===== src/design/plt_pkg.sv =====
// ----------------------------------------------------------------------------
// plt_pkg
// Shared types and codes for the page lifecycle table.
// ----------------------------------------------------------------------------
package plt_pkg;

  typedef enum logic [3:0] {
    OP_RESERVE    = 4'd0,
    OP_BEGIN_COPY = 4'd1,
    OP_CANCEL     = 4'd2,
    OP_COMPLETE   = 4'd3,
    OP_QUARANTINE = 4'd4,
    OP_RECLAIM    = 4'd5,
    OP_ACQUIRE    = 4'd6,
    OP_RELEASE    = 4'd7,
    OP_EVICT      = 4'd8,
    OP_RETIRE     = 4'd9,
    OP_MATCH      = 4'd10,
    OP_QUERY      = 4'd11
  } op_t;

  typedef enum logic [1:0] {
    PH_RESERVED    = 2'd0,
    PH_COPYING     = 2'd1,
    PH_READY       = 2'd2,
    PH_QUARANTINED = 2'd3
  } phase_t;

  localparam logic [1:0] ST_SUCCESS = 2'd0;
  localparam logic [1:0] ST_INVALID = 2'd1;
  localparam logic [1:0] ST_FULL    = 2'd2;

  localparam logic CFG_BUDGET = 1'b0;
  localparam logic CFG_LIMIT  = 1'b1;

  localparam logic [15:0] READERS_MAX = 16'hFFFF;

  // request as it travels along the row of cells
  typedef struct packed {
    logic [3:0]  op;
    logic        copy_valid;
    logic        lease_free;
    logic [63:0] print;
    logic        claim;      // a free cell has taken the reserve
    logic        found;      // a cell holds the ticket
    logic        ok;
    logic        fatal;
    logic [1:0]  phase;
    logic [31:0] size;
    logic [31:0] freed;      // bytes handed back by a removal
  } req_t;

endpackage


===== src/design/plt_cell.sv =====
// ----------------------------------------------------------------------------
// plt_cell
// One page slot: matches the travelling request and updates its own entry.
// ----------------------------------------------------------------------------
module plt_cell #(
  parameter int TICKET_BITS = 32
) (
  input  logic                   clk,
  input  logic                   rst_n,
  input  logic                   step,        // request sits at this cell
  input  logic                   do_reserve,  // reserve passed all checks
  input  logic [TICKET_BITS-1:0] ticket,
  input  logic [TICKET_BITS-1:0] issue_id,
  input  logic [31:0]            req_bytes,
  input  plt_pkg::req_t          req_in,
  output plt_pkg::req_t          req_out,
  output logic                   used
);

  logic                   used_r, used_nxt;
  logic [TICKET_BITS-1:0] tkt_r;
  logic [1:0]             ph_r, ph_nxt;
  logic [15:0]            rd_r, rd_nxt;
  logic                   can_r, can_nxt, ret_r, ret_nxt;
  logic [31:0]            size_r;
  logic [63:0]            prn_r;
  logic                   hit, take, drop;

  assign used = used_r;
  assign hit  = used_r && (tkt_r == ticket);
  assign take = (plt_pkg::op_t'(req_in.op) == plt_pkg::OP_RESERVE) && do_reserve
                && !used_r && !req_in.claim;

  // lifecycle rules for this slot
  always_comb begin
    req_out  = req_in;
    used_nxt = used_r;
    ph_nxt   = ph_r;
    rd_nxt   = rd_r;
    can_nxt  = can_r;
    ret_nxt  = ret_r;
    drop     = 1'b0;
    if (take) begin
      req_out.claim = 1'b1;
      used_nxt = 1'b1;
      ph_nxt   = plt_pkg::PH_RESERVED;
      rd_nxt   = '0;
      can_nxt  = 1'b0;
      ret_nxt  = 1'b0;
    end else if (hit) begin
      req_out.found = 1'b1;
      case (plt_pkg::op_t'(req_in.op))
        plt_pkg::OP_BEGIN_COPY: if (ph_r == plt_pkg::PH_RESERVED) begin
          ph_nxt = plt_pkg::PH_COPYING; req_out.ok = 1'b1;
        end
        plt_pkg::OP_CANCEL: begin
          if (ph_r == plt_pkg::PH_RESERVED) begin
            drop = 1'b1; req_out.ok = 1'b1;
          end else if (ph_r == plt_pkg::PH_COPYING) begin
            can_nxt = 1'b1; req_out.ok = 1'b1;
          end
        end
        plt_pkg::OP_COMPLETE: if (ph_r == plt_pkg::PH_COPYING) begin
          if (!req_in.copy_valid || can_r) drop = 1'b1;
          else ph_nxt = plt_pkg::PH_READY;
          req_out.ok = 1'b1;
        end
        plt_pkg::OP_QUARANTINE: if (ph_r == plt_pkg::PH_COPYING) begin
          ph_nxt = plt_pkg::PH_QUARANTINED; req_out.ok = 1'b1;
        end
        plt_pkg::OP_RECLAIM: if (ph_r == plt_pkg::PH_QUARANTINED) begin
          drop = 1'b1; req_out.ok = 1'b1;
        end
        plt_pkg::OP_ACQUIRE: if (req_in.lease_free && ph_r == plt_pkg::PH_READY &&
                                 !ret_r && rd_r != plt_pkg::READERS_MAX) begin
          rd_nxt = rd_r + 16'd1; req_out.ok = 1'b1;
        end
        plt_pkg::OP_RELEASE: begin
          if (rd_r == '0) begin
            req_out.fatal = 1'b1;
          end else begin
            rd_nxt = rd_r - 16'd1;
            if (rd_r == 16'd1 && ret_r) drop = 1'b1;
            req_out.ok = 1'b1;
          end
        end
        plt_pkg::OP_EVICT: if (ph_r == plt_pkg::PH_READY && rd_r == '0) begin
          drop = 1'b1; req_out.ok = 1'b1;
        end
        plt_pkg::OP_RETIRE: if (ph_r == plt_pkg::PH_READY) begin
          ret_nxt = 1'b1;
          if (rd_r == '0) drop = 1'b1;
          req_out.ok = 1'b1;
        end
        plt_pkg::OP_MATCH: req_out.ok = (prn_r == req_in.print);
        plt_pkg::OP_QUERY: begin
          req_out.ok = 1'b1; req_out.phase = ph_r; req_out.size = size_r;
        end
        default: ;
      endcase
      if (drop) begin
        used_nxt = 1'b0;
        req_out.freed = size_r;
      end
    end
  end

  // control state
  always_ff @(posedge clk) begin
    if (!rst_n) begin
      used_r <= 1'b0;
    end else if (step) begin
      used_r <= used_nxt;
    end
  end

  // slot payload
  always_ff @(posedge clk) begin
    if (step) begin
      ph_r  <= ph_nxt;
      rd_r  <= rd_nxt;
      can_r <= can_nxt;
      ret_r <= ret_nxt;
      if (take) begin
        tkt_r  <= issue_id;
        size_r <= req_bytes;
        prn_r  <= req_in.print;
      end
    end
  end

endmodule


===== config.mk =====
export PLATFORM = sky130hd
export DESIGN_NAME = plt_cell
export DESIGN_NICKNAME = d
export VERILOG_FILES = /design/src/design/plt_pkg.sv /design/src/design/plt_cell.sv
export SDC_FILE = /design/constraint.sdc
export NUM_CORES = 1
export LEC_CHECK = 0
export BUFFER_PORTS_ARGS = -buffer_cell sky130_fd_sc_hd__buf_2
export CELL_PAD_IN_SITES_DETAIL_PLACEMENT = 0
export CELL_PAD_IN_SITES_GLOBAL_PLACEMENT = 1
export CORE_MARGIN = 2
export CORE_UTILIZATION = 25
export CTS_CLUSTER_DIAMETER = 200
export DETAILED_ROUTE_END_ITERATION = 10
export PLACE_DENSITY_LB_ADDON = 0.05
export SLEW_MARGIN = 20
export SYNTH_ARGS = -nofsm -noshare
export SYNTH_HDL_FRONTEND = slang
export SYNTH_SLANG_ARGS = --single-unit

===== constraint.sdc =====
create_clock -name clk -period 13 [get_ports clk]
set_input_delay 0 -clock clk [delete_from_list [all_inputs] [get_ports clk]]
set_output_delay 0 -clock clk [all_outputs]
set_load 0.02 [all_outputs]

==> metrics.md <==
| Metric | Value |
|---|---|
| Internal power | 0.8828 mW |
| Max frequency | 0.2923 GHz |
| VDD IR max | 0.07550 mV |
| Seq/Total Area, Yosys | 54.25% |
| Slowest CP cell | buf_4 |
| Pleak | around 4.7 nW |
| Area Growth Syn to Fin | 44.23% |
| Antenna-violating nets left | 0 |
| Switch share | 24.62% |
| Setup Buffers After CTS | 0 |
| Switch Pwr | 0.2884 mW |
| Rows | 66 |
| Initial Util | 25.36% |
| Tcrit/Tclk final | 26.32% |
| Via-per-instance ratio | a little over 4 |
| Met2 usage | 24.31% |
| Fill count | roughly 3.3k |
| CP required | 13.37 ns |
| TNS Setup | 0 ns |
| Clock slew at reported path FFs | 0.06 ns |
| Die height | about 190 um |
| RSZ-0062 raised after global routing | no |
| Syn Std Cell Area | 0.008229 mm2 |
| WL/cell | 15.84 um |
| CP endpoint kind | flop |
| CTS tree | built |
| RePlAce Congestion | 0.7279 |
| Clock Sinks | 149 |
| Wirelength, routed | around 24 mm |
| Comb power frac | 14.6% |
| Final worst slack | 9.578 ns |
| Tmin final | ~3.4 ns |
| Layout cells sized above 1 | 45.65% |
| Vias in the first global route | 6,080 |
| Final instance area | 0.01187 mm2 |
| Worst setup SP type | input pin |
| Critical path class | input pin to flop |
| Post-synthesis register bit count | 149 |
| Slew Viols, Final | 0 |
| R2r setup slk | around 9.6 ns |
| Via count | 6,252 |
| DP Area | 0.01003 mm2 |
| CP dominant cell by count | buf_4 |
| Pwr Density | 98.68 mW/mm2 |
| Met1 usage | 15.55% |
| Detailed Routing Iterations Pass 1 | 4 |
| Max cap viols | 0 |
| Async SR Flop Fraction | 0% |
| Fin nets | 1,302 |
| Avg Cell Area, Syn | 13.34 um2 |
| Post-Synthesis Net Count | 861 |
| Synth top cells by count | edfxtp_1, xnor2_1, buf_4, mux2_2, mux2_4 |
| Port bufs | 380 |
| Die area | between 0.03 and 0.04 mm2 |
| Worst Tran Pin Value | 1.120 ns |
| Post-synth top area cell | edfxtp_1 |
| Clock group share of total power | 40.0% |
| # setup viols final | 0 |
| Crit path largest cell delay | between 0.8 and 0.9 ns |
| Worst clock skew | 0.009396 ns |
| CTS Buffer Depth | 2 |
| Die width | 185.4 um |
| Count of cell types in the netlist | 60 |
| Root Buffer | clkbuf_16 |
| CP max FO | 71 |
| Initial antenna violation count | 2 |
| Global-route met3 utilization | roughly 3.4% |
| Top cell type's share of synthesized area | 54.01% |
| Number of enable flip-flop cells after synthesis | 148 |
| Reg power frac | 45.4% |
| Pre-CTS setup slack | 9.434 ns |
| Initial DRC Count | 206 |
| Final Hold Viols | 0 |
| Tot GR Track Use | 13.53% |
| Num CTS Buffers | 17 |
| Top-Level Pins | about 380 |
| Core ar. | 0.03245 mm2 |
| Largest net degree at the start of global routing | 72 |
| Residual DRC | 0 |
| Hold WC Path Type | input pin to flop |
| H-tree depth | 4 |
| Syn. warnings | 0 |
| DP Wirelength | 17.83 mm |
| Slew headroom | 25.33% |
| Arr. time, crit path | 3.79 ns |
| First-pass GRT wire length | around 35 mm |
| Worst skew pair latency | 0.43 ns |
| Synth Instances | 617 |
| Status | completed |
| GR peak layer | met2 |
| Most common cell in the synthesized netlist | edfxtp_1 |
| Total gr overflow | 0 |
| Crit-path cells | buf_2, nor4_1, nand3b_1, nor2_1, buf_4, and2_4, buf_4, o21ai_0, a21oi_1, dlygate4sd3_1 |
| Synth area leaders | edfxtp_1, xnor2_1, buf_4 |
| Top FF cell, synth | edfxtp_1 |
-- registers in the layout, summed over array words and instances, names as in the netlist --
register  cells
rd_r         16
ret_r         1
size_r       32
tkt_r        32
ph_r          2
prn_r        64
can_r         1
used          1
-- repair_timing --
item / CTS / global route
hold buffers: 130 / 0
endpoints found under the hold margin: 129 / 0
resized for setup: 0 / 0
endpoints found under the setup margin: 0 / 0
-- kinds of logic after synthesis --
logic type	count (synthesis)	synth area share (%)
adders and majority gates	4	0.6082
buffers and inverters	100	8.758
muxes	67	10.54
DFF	149	54.25
xor gates and xnor gates	106	11.28
AOI/OAI and AO/OA	46	3.816
and+or+nand+nor	145	10.75
-- metrics by stage --
step	power, mW	hold slack (ns)	util [%]	instances
6_report	1.171	0.04581	36.57	1513
2_1_floorplan	0.6271	0.08936	-	617
3_3_place_gp	0.6839	0.1777	30.89	1351
5_1_grt	1.227	0.02182	36.56	1512
4_1_cts	1.194	0.01557	36.56	1511
3_5_place_dp	0.6836	0.1782	30.89	1351
-- area by class of cell --
| class | instances | area, um2 | area share [%] |
|---|---|---|---|
| antenna | 2 | 5.005 | 0.04217 |
| clock buffer | 19 | 432.9 | 3.647 |
| clock inverter | 11 | 103.9 | 0.8750 |
| inverter | 8 | 30.03 | 0.2530 |
| multi-input combinational | 368 | 3047 | 25.67 |
| sequential | 149 | 4464 | 37.61 |
| tap | 442 | 553.0 | 4.659 |
| timing repair buffer | 514 | 3233 | 27.24 |
-- cell usage in the layout (no fill, tap or decap), drive strengths merged, types with 2 or more instances in the layout --
master and n:
a31oi 3, buf 384, and4 2, and3 3
clkbuf 19, or3 2, a21oi 7, ha 4
o22ai 5, inv 11, nand2b 8, o31a 2
a21boi 2, nor4 14, or2 4, clkinvlp 5
nand4bb 4, nor2b 9, o21bai 2, diode 2
mux2 67, xor2 17, edfxtp 148, xnor2 89
dlygate4sd3 130, clkinv 2, o31ai 2, nor3 8
o211ai 2, a211oi 2, o21a 3, nor2 29
nand4 24, nand3 14, o21ai 8, nand2 16
-- power groups by stage --
stage / clock, mW / combinational, mW / sequential [mW]
after floorplan: 0 / 0.0850 / 0.542
after global placement: 0 / 0.142 / 0.542
final: 0.469 / 0.170 / 0.532
after CTS: 0.489 / 0.173 / 0.532
after detailed placement: 0 / 0.141 / 0.542
after global routing: 0.510 / 0.185 / 0.532
-- worst max-delay path: cells and delay by family --
family / cells / cell delay (ns)
and+or+nand+nor: 4 / 1.56
AOI/OAI and AO/OA: 2 / 0.32
buffers and inverters: 4 / 1.87
-- worst paths after layout --
path,from,cells after the start,to
min reg2reg,rd_r[15],2,rd_r[15]
max,req_in[136],10,used
min,step,2,ret_r
max reg2reg,used,8,used
-- layer usage --
metal | wire (um) | up-vias
li1 | - | 3085
met1 | 9811 | 2902
met2 | 12090 | 244
met3 | 1629 | 21
met4 | 433 | 0
met5 | 0 | -
Note: power is estimated with default switching activity, not from simulation.
